`src/rtl/core/matrix_multiply_macros.svh`:
```
// Assertion helpers for the top-level block, which checks itself.
// All checks sample on the rising edge of clk and stay quiet while arst_n is low.
`ifndef MATRIX_MULTIPLY_MACROS_SVH
`define MATRIX_MULTIPLY_MACROS_SVH

// The consequence must hold in the same cycle as the antecedent.
`define MM_ASSERT_SAME(label, ante, cons, msg) \
	label: assert property (@(posedge clk) disable iff (!arst_n) (ante) |-> (cons)) \
		else $error(msg);

// The consequence must hold in the cycle after the antecedent.
`define MM_ASSERT_NEXT(label, ante, cons, msg) \
	label: assert property (@(posedge clk) disable iff (!arst_n) (ante) |=> (cons)) \
		else $error(msg);

`endif

```
`src/rtl/core/mm_pkg.sv`:
```
package mm_pkg;

	localparam int MAX_DIM     = 8;
	localparam int DIM_W       = (MAX_DIM > 1) ? $clog2(MAX_DIM) : 1;
	localparam int STORE_DEPTH = MAX_DIM * MAX_DIM;
	localparam int ADDR_W      = $clog2(STORE_DEPTH);
	localparam int SIZE_W      = 4;
	localparam int IDX_W       = 3;
	localparam int ELEM_W      = 16;
	localparam int PROD_W      = 2 * ELEM_W;
	localparam int ACC_W       = 35;

	// Register indexes on the configuration port.
	localparam logic [1:0] REG_ROWS_M  = 2'd0;
	localparam logic [1:0] REG_INNER_N = 2'd1;
	localparam logic [1:0] REG_COLS_K  = 2'd2;

	typedef enum logic [1:0] {
		FUNC_WR_A    = 2'd0,
		FUNC_WR_B    = 2'd1,
		FUNC_COMPUTE = 2'd2
	} func_t;

	typedef enum logic [1:0] {
		ST_IDLE,
		ST_RUN,
		ST_DRAIN
	} state_t;

	typedef struct packed {
		logic [SIZE_W-1:0] rows_m;
		logic [SIZE_W-1:0] inner_n;
		logic [SIZE_W-1:0] cols_k;
	} dims_t;

	// Controller to datapath.
	typedef struct packed {
		logic wr_a;
		logic wr_b;
		logic start;
		logic issue;
		logic commit;
	} cmd_t;

	// Datapath to controller.
	typedef struct packed {
		logic k_end;
		logic elem_last;
		logic acc_done;
		logic out_busy;
	} sts_t;

	function automatic logic [SIZE_W-1:0] clamp_dim(input logic [SIZE_W-1:0] v);
		logic [SIZE_W-1:0] r;
		r = v;
		if (v == '0) r = SIZE_W'(1);
		else if (v > SIZE_W'(MAX_DIM)) r = SIZE_W'(MAX_DIM);
		return r;
	endfunction

	function automatic logic [ADDR_W-1:0] store_addr(input logic [IDX_W-1:0] r,
		input logic [IDX_W-1:0] c);
		logic [2*IDX_W-1:0] t;
		t = (2*IDX_W)'(r) * (2*IDX_W)'(MAX_DIM) + (2*IDX_W)'(c);
		return ADDR_W'(t);
	endfunction

endpackage

```
`src/rtl/core/mm_ctrl.sv`:
```
module mm_ctrl (
	input  logic          clk,
	input  logic          arst_n,
	input  logic          in_valid,
	input  logic [1:0]    in_func,
	output logic          in_ready,
	input  mm_pkg::sts_t  sts,
	output mm_pkg::cmd_t  cmd
);
	import mm_pkg::*;

	state_t state_q;
	state_t state_d;
	logic   accept;

	assign accept = in_valid && in_ready;

	always_ff @(posedge clk or negedge arst_n) begin
		if (!arst_n) begin
			state_q <= ST_IDLE;
		end else begin
			state_q <= state_d;
		end
	end

	always_comb begin
		state_d  = state_q;
		cmd      = '0;
		in_ready = 1'b0;
		unique case (state_q)
			ST_IDLE: begin
				in_ready = 1'b1;
				if (accept) begin
					unique case (in_func)
						FUNC_WR_A: cmd.wr_a = 1'b1;
						FUNC_WR_B: cmd.wr_b = 1'b1;
						FUNC_COMPUTE: begin
							cmd.start = 1'b1;
							state_d   = ST_RUN;
						end
						default: ;
					endcase
				end
			end
			ST_RUN: begin
				cmd.issue = 1'b1;
				if (sts.k_end) state_d = ST_DRAIN;
			end
			ST_DRAIN: begin
				// The finished sum moves out once the output register can take it.
				if (sts.acc_done && !sts.out_busy) begin
					cmd.commit = 1'b1;
					state_d    = sts.elem_last ? ST_IDLE : ST_RUN;
				end
			end
			default: state_d = ST_IDLE;
		endcase
	end

endmodule

```
`src/rtl/core/mm_dp.sv`:
```
module mm_dp (
	input  logic                             clk,
	input  logic                             arst_n,
	input  mm_pkg::dims_t                    dims,
	input  mm_pkg::cmd_t                     cmd,
	output mm_pkg::sts_t                     sts,
	input  logic [mm_pkg::IDX_W-1:0]         wr_row,
	input  logic [mm_pkg::IDX_W-1:0]         wr_col,
	input  logic signed [mm_pkg::ELEM_W-1:0] wr_value,
	input  logic                             out_ready,
	output logic                             out_valid,
	output logic [mm_pkg::IDX_W-1:0]         out_row,
	output logic [mm_pkg::IDX_W-1:0]         out_col,
	output logic signed [mm_pkg::ACC_W-1:0]  out_value,
	output logic                             out_last
);
	import mm_pkg::*;

	logic [ELEM_W-1:0] a_mem [STORE_DEPTH];
	logic [ELEM_W-1:0] b_mem [STORE_DEPTH];

	logic [DIM_W-1:0] i_q, j_q, k_q;
	logic             k_end, j_end, i_end;
	logic             wr_ok;
	logic [ADDR_W-1:0] wr_addr, a_addr, b_addr;

	logic signed [ELEM_W-1:0] a_rd_s1, b_rd_s1;
	logic                     valid_s1, first_s1, end_s1;
	logic signed [PROD_W-1:0] prod_s2;
	logic                     valid_s2, first_s2, end_s2;
	logic signed [ACC_W-1:0]  acc_q;
	logic signed [ACC_W-1:0]  prod_ext;
	logic                     done_q;

	logic                     out_valid_q;
	logic [IDX_W-1:0]         out_row_q, out_col_q;
	logic signed [ACC_W-1:0]  out_value_q;
	logic                     out_last_q;

	assign k_end = ({1'b0, k_q} == SIZE_W'(dims.inner_n - 1'b1));
	assign j_end = ({1'b0, j_q} == SIZE_W'(dims.cols_k - 1'b1));
	assign i_end = ({1'b0, i_q} == SIZE_W'(dims.rows_m - 1'b1));

	assign wr_ok   = ({1'b0, wr_row} < SIZE_W'(MAX_DIM)) && ({1'b0, wr_col} < SIZE_W'(MAX_DIM));
	assign wr_addr = store_addr(wr_row, wr_col);
	assign a_addr  = store_addr(IDX_W'(i_q), IDX_W'(k_q));
	assign b_addr  = store_addr(IDX_W'(k_q), IDX_W'(j_q));

	always_ff @(posedge clk) begin
		if (cmd.wr_a && wr_ok) a_mem[wr_addr] <= wr_value;
		if (cmd.issue) a_rd_s1 <= a_mem[a_addr];
	end

	always_ff @(posedge clk) begin
		if (cmd.wr_b && wr_ok) b_mem[wr_addr] <= wr_value;
		if (cmd.issue) b_rd_s1 <= b_mem[b_addr];
	end

	// Element and dot-product counters; i and j only step forward when a sum leaves, and all three clear on start.
	always_ff @(posedge clk or negedge arst_n) begin
		if (!arst_n) begin
			i_q <= '0;
			j_q <= '0;
			k_q <= '0;
		end else if (cmd.start) begin
			i_q <= '0;
			j_q <= '0;
			k_q <= '0;
		end else begin
			if (cmd.issue) k_q <= k_end ? '0 : k_q + 1'b1;
			if (cmd.commit) begin
				if (j_end) begin
					j_q <= '0;
					i_q <= i_q + 1'b1;
				end else begin
					j_q <= j_q + 1'b1;
				end
			end
		end
	end

	always_ff @(posedge clk or negedge arst_n) begin
		if (!arst_n) begin
			valid_s1 <= 1'b0;
			valid_s2 <= 1'b0;
			done_q   <= 1'b0;
		end else begin
			valid_s1 <= cmd.issue;
			valid_s2 <= valid_s1;
			if (cmd.start || cmd.commit) done_q <= 1'b0;
			else if (valid_s2 && end_s2) done_q <= 1'b1;
		end
	end

	assign prod_ext = {{(ACC_W-PROD_W){prod_s2[PROD_W-1]}}, prod_s2};

	always_ff @(posedge clk) begin
		first_s1 <= (k_q == '0);
		end_s1   <= k_end;
		prod_s2  <= a_rd_s1 * b_rd_s1;
		first_s2 <= first_s1;
		end_s2   <= end_s1;
		if (valid_s2) acc_q <= first_s2 ? prod_ext : acc_q + prod_ext;
	end

	always_ff @(posedge clk or negedge arst_n) begin
		if (!arst_n) begin
			out_valid_q <= 1'b0;
		end else if (cmd.commit) begin
			out_valid_q <= 1'b1;
		end else if (out_ready) begin
			out_valid_q <= 1'b0;
		end
	end

	always_ff @(posedge clk) begin
		if (cmd.commit) begin
			out_row_q   <= IDX_W'(i_q);
			out_col_q   <= IDX_W'(j_q);
			out_value_q <= acc_q;
			out_last_q  <= i_end && j_end;
		end
	end

	assign sts.k_end     = k_end;
	assign sts.elem_last = i_end && j_end;
	assign sts.acc_done  = done_q;
	assign sts.out_busy  = out_valid_q && !out_ready;

	assign out_valid = out_valid_q;
	assign out_row   = out_row_q;
	assign out_col   = out_col_q;
	assign out_value = out_value_q;
	assign out_last  = out_last_q;

endmodule

```
`src/rtl/core/matrix_multiply.sv`:
```
// Dense matrix multiply C = A * B on signed Q8.8 elements with exact Q19.16 sums.
// Set rows_m, inner_n and cols_k over the register port (0 reads as 1, above 8 reads
// as 8), load A and B one element per input request (tuser 0 for A, 1 for B, at the
// given row and column), then send a request with tuser 2: the block streams the
// rows_m by cols_k product in row-major order, tlast on the final element. Each
// product element runs through the single multiply-accumulate pipeline (store
// read, multiply, accumulate), and the reads for the next element start only once
// the previous sum has moved to the output register. No input is taken during a
// compute run; the final element may still wait in the output register while new
// loads are taken. Elements never written since reset read as unknown.
`include "matrix_multiply_macros.svh"

module matrix_multiply (
	input  logic        clk,
	input  logic        arst_n,
	// APB register port
	input  logic        psel,
	input  logic        penable,
	input  logic        pwrite,
	input  logic [3:0]  paddr,
	input  logic [31:0] pwdata,
	output logic [31:0] prdata,
	output logic        pready,
	// Input requests
	input  logic        s_axis_tvalid,
	output logic        s_axis_tready,
	input  logic [23:0] s_axis_tdata,  // row [2:0], col [5:3], value [21:6], zero [23:22]
	input  logic [1:0]  s_axis_tuser,  // func [1:0]
	// Product elements
	output logic        m_axis_tvalid,
	input  logic        m_axis_tready,
	output logic [47:0] m_axis_tdata,  // out_row [2:0], out_col [5:3], out_value [40:6],
	                                   // zero [47:41]
	output logic        m_axis_tlast
);
	import mm_pkg::*;

	dims_t dims_q;
	cmd_t  cmd;
	sts_t  sts;
	logic  cfg_wr;

	logic [IDX_W-1:0]        out_row, out_col;
	logic signed [ACC_W-1:0] out_value;

	assign pready = 1'b1;
	assign cfg_wr = psel && penable && pwrite && pready;

	always_ff @(posedge clk or negedge arst_n) begin
		if (!arst_n) begin
			dims_q.rows_m  <= SIZE_W'(MAX_DIM);
			dims_q.inner_n <= SIZE_W'(MAX_DIM);
			dims_q.cols_k  <= SIZE_W'(MAX_DIM);
		end else if (cfg_wr) begin
			unique case (paddr[3:2])
				REG_ROWS_M:  dims_q.rows_m  <= clamp_dim(pwdata[SIZE_W-1:0]);
				REG_INNER_N: dims_q.inner_n <= clamp_dim(pwdata[SIZE_W-1:0]);
				REG_COLS_K:  dims_q.cols_k  <= clamp_dim(pwdata[SIZE_W-1:0]);
				default: ;
			endcase
		end
	end

	always_comb begin
		unique case (paddr[3:2])
			REG_ROWS_M:  prdata = 32'(dims_q.rows_m);
			REG_INNER_N: prdata = 32'(dims_q.inner_n);
			REG_COLS_K:  prdata = 32'(dims_q.cols_k);
			default:     prdata = '0;
		endcase
	end

	mm_ctrl u_ctrl (
		.clk      (clk),
		.arst_n   (arst_n),
		.in_valid (s_axis_tvalid),
		.in_func  (s_axis_tuser),
		.in_ready (s_axis_tready),
		.sts      (sts),
		.cmd      (cmd)
	);

	mm_dp u_dp (
		.clk       (clk),
		.arst_n    (arst_n),
		.dims      (dims_q),
		.cmd       (cmd),
		.sts       (sts),
		.wr_row    (s_axis_tdata[2:0]),
		.wr_col    (s_axis_tdata[5:3]),
		.wr_value  (s_axis_tdata[21:6]),
		.out_ready (m_axis_tready),
		.out_valid (m_axis_tvalid),
		.out_row   (out_row),
		.out_col   (out_col),
		.out_value (out_value),
		.out_last  (m_axis_tlast)
	);

	assign m_axis_tdata = {7'b0, out_value, out_col, out_row};

	// No store reads are issued while the block takes input requests.
	`MM_ASSERT_SAME(a_no_issue_idle, s_axis_tready, !cmd.issue, "read issued while idle")
	// A finished sum never overwrites a result that has not been taken.
	`MM_ASSERT_SAME(a_commit_free, cmd.commit, !sts.out_busy, "output overwritten")
	// Handing out the final element of a run returns the block to idle.
	`MM_ASSERT_NEXT(a_last_idle, cmd.commit && sts.elem_last, s_axis_tready,
		"not idle after final element")

endmodule

```
`config.mk`:
```
export PLATFORM = sky130hd
export DESIGN_NAME = matrix_multiply
export DESIGN_NICKNAME = d
export VERILOG_FILES = /design/src/rtl/core/mm_pkg.sv /design/src/rtl/core/mm_ctrl.sv /design/src/rtl/core/mm_dp.sv /design/src/rtl/core/matrix_multiply.sv
export VERILOG_INCLUDE_DIRS = /design/src /design/src/rtl/core
export SDC_FILE = /design/constraint.sdc
export NUM_CORES = 2
export LEC_CHECK = 0
export ABC_CLOCK_PERIOD_IN_PS = 5400
export BUFFER_PORTS_ARGS = -buffer_cell sky130_fd_sc_hd__buf_2
export CORE_UTILIZATION = 50
export CTS_CLUSTER_DIAMETER = 30
export DETAILED_ROUTE_END_ITERATION = 10
export GPL_TIMING_DRIVEN = 0
export MAX_ROUTING_LAYER = met4
export PLACE_DENSITY = 0.75
export RECOVER_POWER = 50
export SYNTH_ARGS = -nofsm -noshare
export SYNTH_HDL_FRONTEND = slang
export SYNTH_SLANG_ARGS = --single-unit
```
`constraint.sdc`:
```
create_clock -name clk -period 5.4 [get_ports clk]
set_input_delay 1.08 -clock clk [delete_from_list [all_inputs] [get_ports clk]]
set_output_delay 1.08 -clock clk [all_outputs]
set_load 0.005 [all_outputs]
```
==> impl_metrics.toml <==
[floorplan]
io_pins = 153
die-area_um2 = 193000
fp.dieH_um = 440
core_um2 = 190000
die_w_um = 440
start_util_pct = 50.3
rows = 160

[sta]
setup_violations = 18
layout_min_cycle_time_ns = 6.21
slew-limit-headroom_pct = -170
tightestPinTransition_ns = 4.06
skew_ns = 0.0684
finalHoldViolCount = 0
fin_ws_ns = -0.808
slew_violations = 1977
hold-worst-slack_ns = 0.350
post-route-period-util_pct = 115
rsz0062_at_grt = "true"
max_freq_mhz = 161

[critical_path]
cp_slowest_stage_delay_ns = 0.55
arrival_ns = 7.04
cp_max_fo = 5
r2r_cells = 20
r2r-end = "u_dp.prod_s2[24]$_DFF_P_"
r2r-start = "u_dp.b_rd_s1[5]$_DFFE_PP_"
cpMaxStageDelayCell = "fa_1"
required_ns = 6.23
endpoint_kind = "flop"
crit_chain = "clkbuf_8, and2_4, fa_1, inv_2, fa_1, fa_1, fa_1, inv_1, fa_1, fa_1, ha_2, or3_4, or4_4, o2111ai_4, o211ai_1, buf_4, a41oi_2, o21bai_1, a21oi_1, xnor2_1"
r2r_slack_ns = -0.81
worstSetupStartpointType = "flop"
cp_num_buf_inv = 4
critPathTopFamily = "adder cells"
path_class = "flop to flop"
cp_common_cell = "fa_1"

[finish]
fin_area_um2 = 114000
layout-drive-gt1-share_pct = 31.6
area_growth_pct = 19.3
nets = 5906
utilization_pct = 60.1

[flow_run]
maxCapViolations = 34

[place]
post-place-ws_ns = -1.23
place_area_um2 = 101000
hpwlAfterDp_um = 157000
portBuffers = 77
place.gp.congestion = 0.929

[detailed_routing]
ant_nets = 0
vias = 51800
viasPerCell = 6.26
firstDrtPassIters = 6
wl_um = 259000
drc = 1
drt-initial-drc-count = 7283
wl_per_cell_um = 31.4

[outcome]
failed_checks = "design-rule violations, max-capacitance violations, max-slew violations, negative setup slack"
status = "finished, violations left"

[min_path]
hp-start = "u_dp.valid_s1$_DFF_PN0_"
hold_depth = 0
hold_class = "flop to flop"
holdPathEnd = "u_dp.valid_s2$_DFF_PN0_"

[synthesis]
synth.distinct_cells = 68
async_flop_share_pct = 1.22
synth_area_leaders = "edfxtp_1 68%, mux4_2 16%, fa_1 5.5%"
ys_warn_count = 0
synth_edf_count = 2157
synth_area_um2 = 95700
synth-seq-cells = 2220
synth_top_area_share_pct = 67.7
synth.largest_area_cell = "edfxtp_1"
synth_ff_type = "edfxtp_1"
synthCells = 4818
yosysSeqAreaShare_pct = 69.1
synth_area_per_cell_um2 = 19.9

[clock_network]
ctsRootBufferMaster = "clkbuf_16"
h-tree-depth = 5
cts_made_buffers = 381
worst_skew_pair.late_latency_ns = 0.95
clk_pin_slew_ns = 0.05
max-clock-path-buffers = 4
cts_tree = "done"
hold_buffers = 0
clock-sinks = 2220

[grt]
grt_max_degree = 93
grt_pass1_vias = 53300
grt.total_usage_pct = 27.8
overflow = 0
grt_pass1_wl_um = 372000
antenna_found_initial = 13
[through the flow]
stage                     TNS (ns)  instances
after floorplan              -1.19       4852
after global placement      -14.43       7440
after global routing        -13.54       8266
after CTS                    -9.59       8250
after detailed placement    -15.52       7513
final                        -9.83       8267
[placed cells by master (no fill, tap or decap), types with 32 or more instances in the layout]
cell	n
fa_1	251
buf_2	116
clkinvlp_4	42
mux4_2	672
clkinv_1	41
inv_1	329
clkbuf_1	168
buf_8	48
nand2_1	209
o21ai_0	62
clkbuf_16	385
dfxtp_1	36
inv_6	34
nor2_1	62
ha_1	118
and2_1	117
clkinv_2	52
xnor2_1	49
buf_4	90
edfxtp_1	2157
clkinv_4	32
nor2_2	126
conb_1	36
a21oi_1	46
bufinv_16	46
[per-layer routing]
layer	track usage, %	up-vias	wire [um]
li1	-	20300	-
met5	-	-	0
met4	12.7	0	13200
met1	34.2	26900	89700
met2	44.0	3867	127000
met3	6.55	681	29200
[sequential cells by signal, summed over array words and instances (netlist names), 12 cells and up]
name / count
u_dp.out_value: 35
u_dp.b_mem: 1024
dims_q: 12
u_dp.acc_q: 35
u_dp.a_rd_s1: 16
u_dp.b_rd_s1: 16
u_dp.prod_s2: 32
u_dp.a_mem: 1024
[cells by family after synthesis]
kind of cell | after synthesis | share of synthesized area [%]
flops | 2220 | 69.1
mux | 685 | 16.0
simple gates | 645 | 3.16
buf+inv | 590 | 2.53
fa+ha+maj | 386 | 7.11
compound gates | 215 | 1.43
xor+xnor | 75 | 0.686
other cells | 2 | 0.00784
[synthesized netlist by cell type, types with 4 or more instances]
| library cell | n |
|---|---|
| edfxtp_1 | 2157 |
| mux4_2 | 672 |
| inv_1 | 342 |
| fa_1 | 263 |
| nand2_1 | 214 |
| nor2_1 | 190 |
| clkbuf_1 | 138 |
| and2_1 | 123 |
| ha_1 | 123 |
| o21ai_0 | 67 |
| buf_2 | 55 |
| xnor2_1 | 52 |
| a21oi_1 | 51 |
| buf_4 | 36 |
| dfxtp_1 | 36 |
| a21o_1 | 25 |
| dfrtp_1 | 24 |
| xor2_1 | 23 |
| nand3_1 | 21 |
| nand2b_1 | 20 |
| buf_1 | 18 |
| nor2b_1 | 16 |
| nor3_1 | 16 |
| o31ai_1 | 10 |
| mux2_2 | 9 |
| nand3b_1 | 9 |
| a211oi_1 | 7 |
| nand4_1 | 7 |
| or2_2 | 7 |
| a31oi_1 | 6 |
| o21ai_1 | 6 |
| o21bai_1 | 6 |
| o211ai_1 | 5 |
| or3_1 | 5 |
| mux2i_1 | 4 |
[worst max-delay path by stage]
stage / start / endpoint / slack [ns] / cells past startpoint
floorplan: u_dp.b_rd_s1[4]$_DFFE_PP_ / u_dp.prod_s2[30]$_DFF_P_ / -0.32 / 19
global placement: u_dp.a_rd_s1[4]$_DFFE_PP_ / u_dp.prod_s2[30]$_DFF_P_ / -1.19 / 21
detailed placement: u_dp.a_rd_s1[4]$_DFFE_PP_ / u_dp.prod_s2[30]$_DFF_P_ / -1.23 / 21
CTS: u_dp.b_rd_s1[5]$_DFFE_PP_ / u_dp.prod_s2[30]$_DFF_P_ / -0.84 / 19
global route: u_dp.b_rd_s1[1]$_DFFE_PP_ / u_dp.prod_s2[24]$_DFF_P_ / -1.0 / 22
finish: u_dp.b_rd_s1[5]$_DFFE_PP_ / u_dp.prod_s2[24]$_DFF_P_ / -0.81 / 20
[final cells by class]
| class | instances | area (um^2) |
|---|---|---|
| clock inverters | 253 | 2790 |
| clock buffers | 425 | 9780 |
| repair buffers | 216 | 1770 |
| diodes | 10 | 25.0 |
| flip-flops and latches | 2220 | 66200 |
| inverters | 343 | 1290 |
| well taps | 2511 | 3140 |
| fillers | 12700 | 76000 |
| plain buffers | 247 | 1320 |
| multi-input cells | 2042 | 27900 |
[timing repair]
| action | CTS | global route |
|---|---|---|
| setup buffers | 58 | 10 |
| gates resized for setup | 69 | 33 |
| pin swaps | 30 | 37 |
| endpoints found under the setup margin | 19 | 19 |
| gates cloned | 1 | 0 |
Power is not shown: default switching activity piles up to over one toggle a cycle in this logic, so the estimate is an artifact.
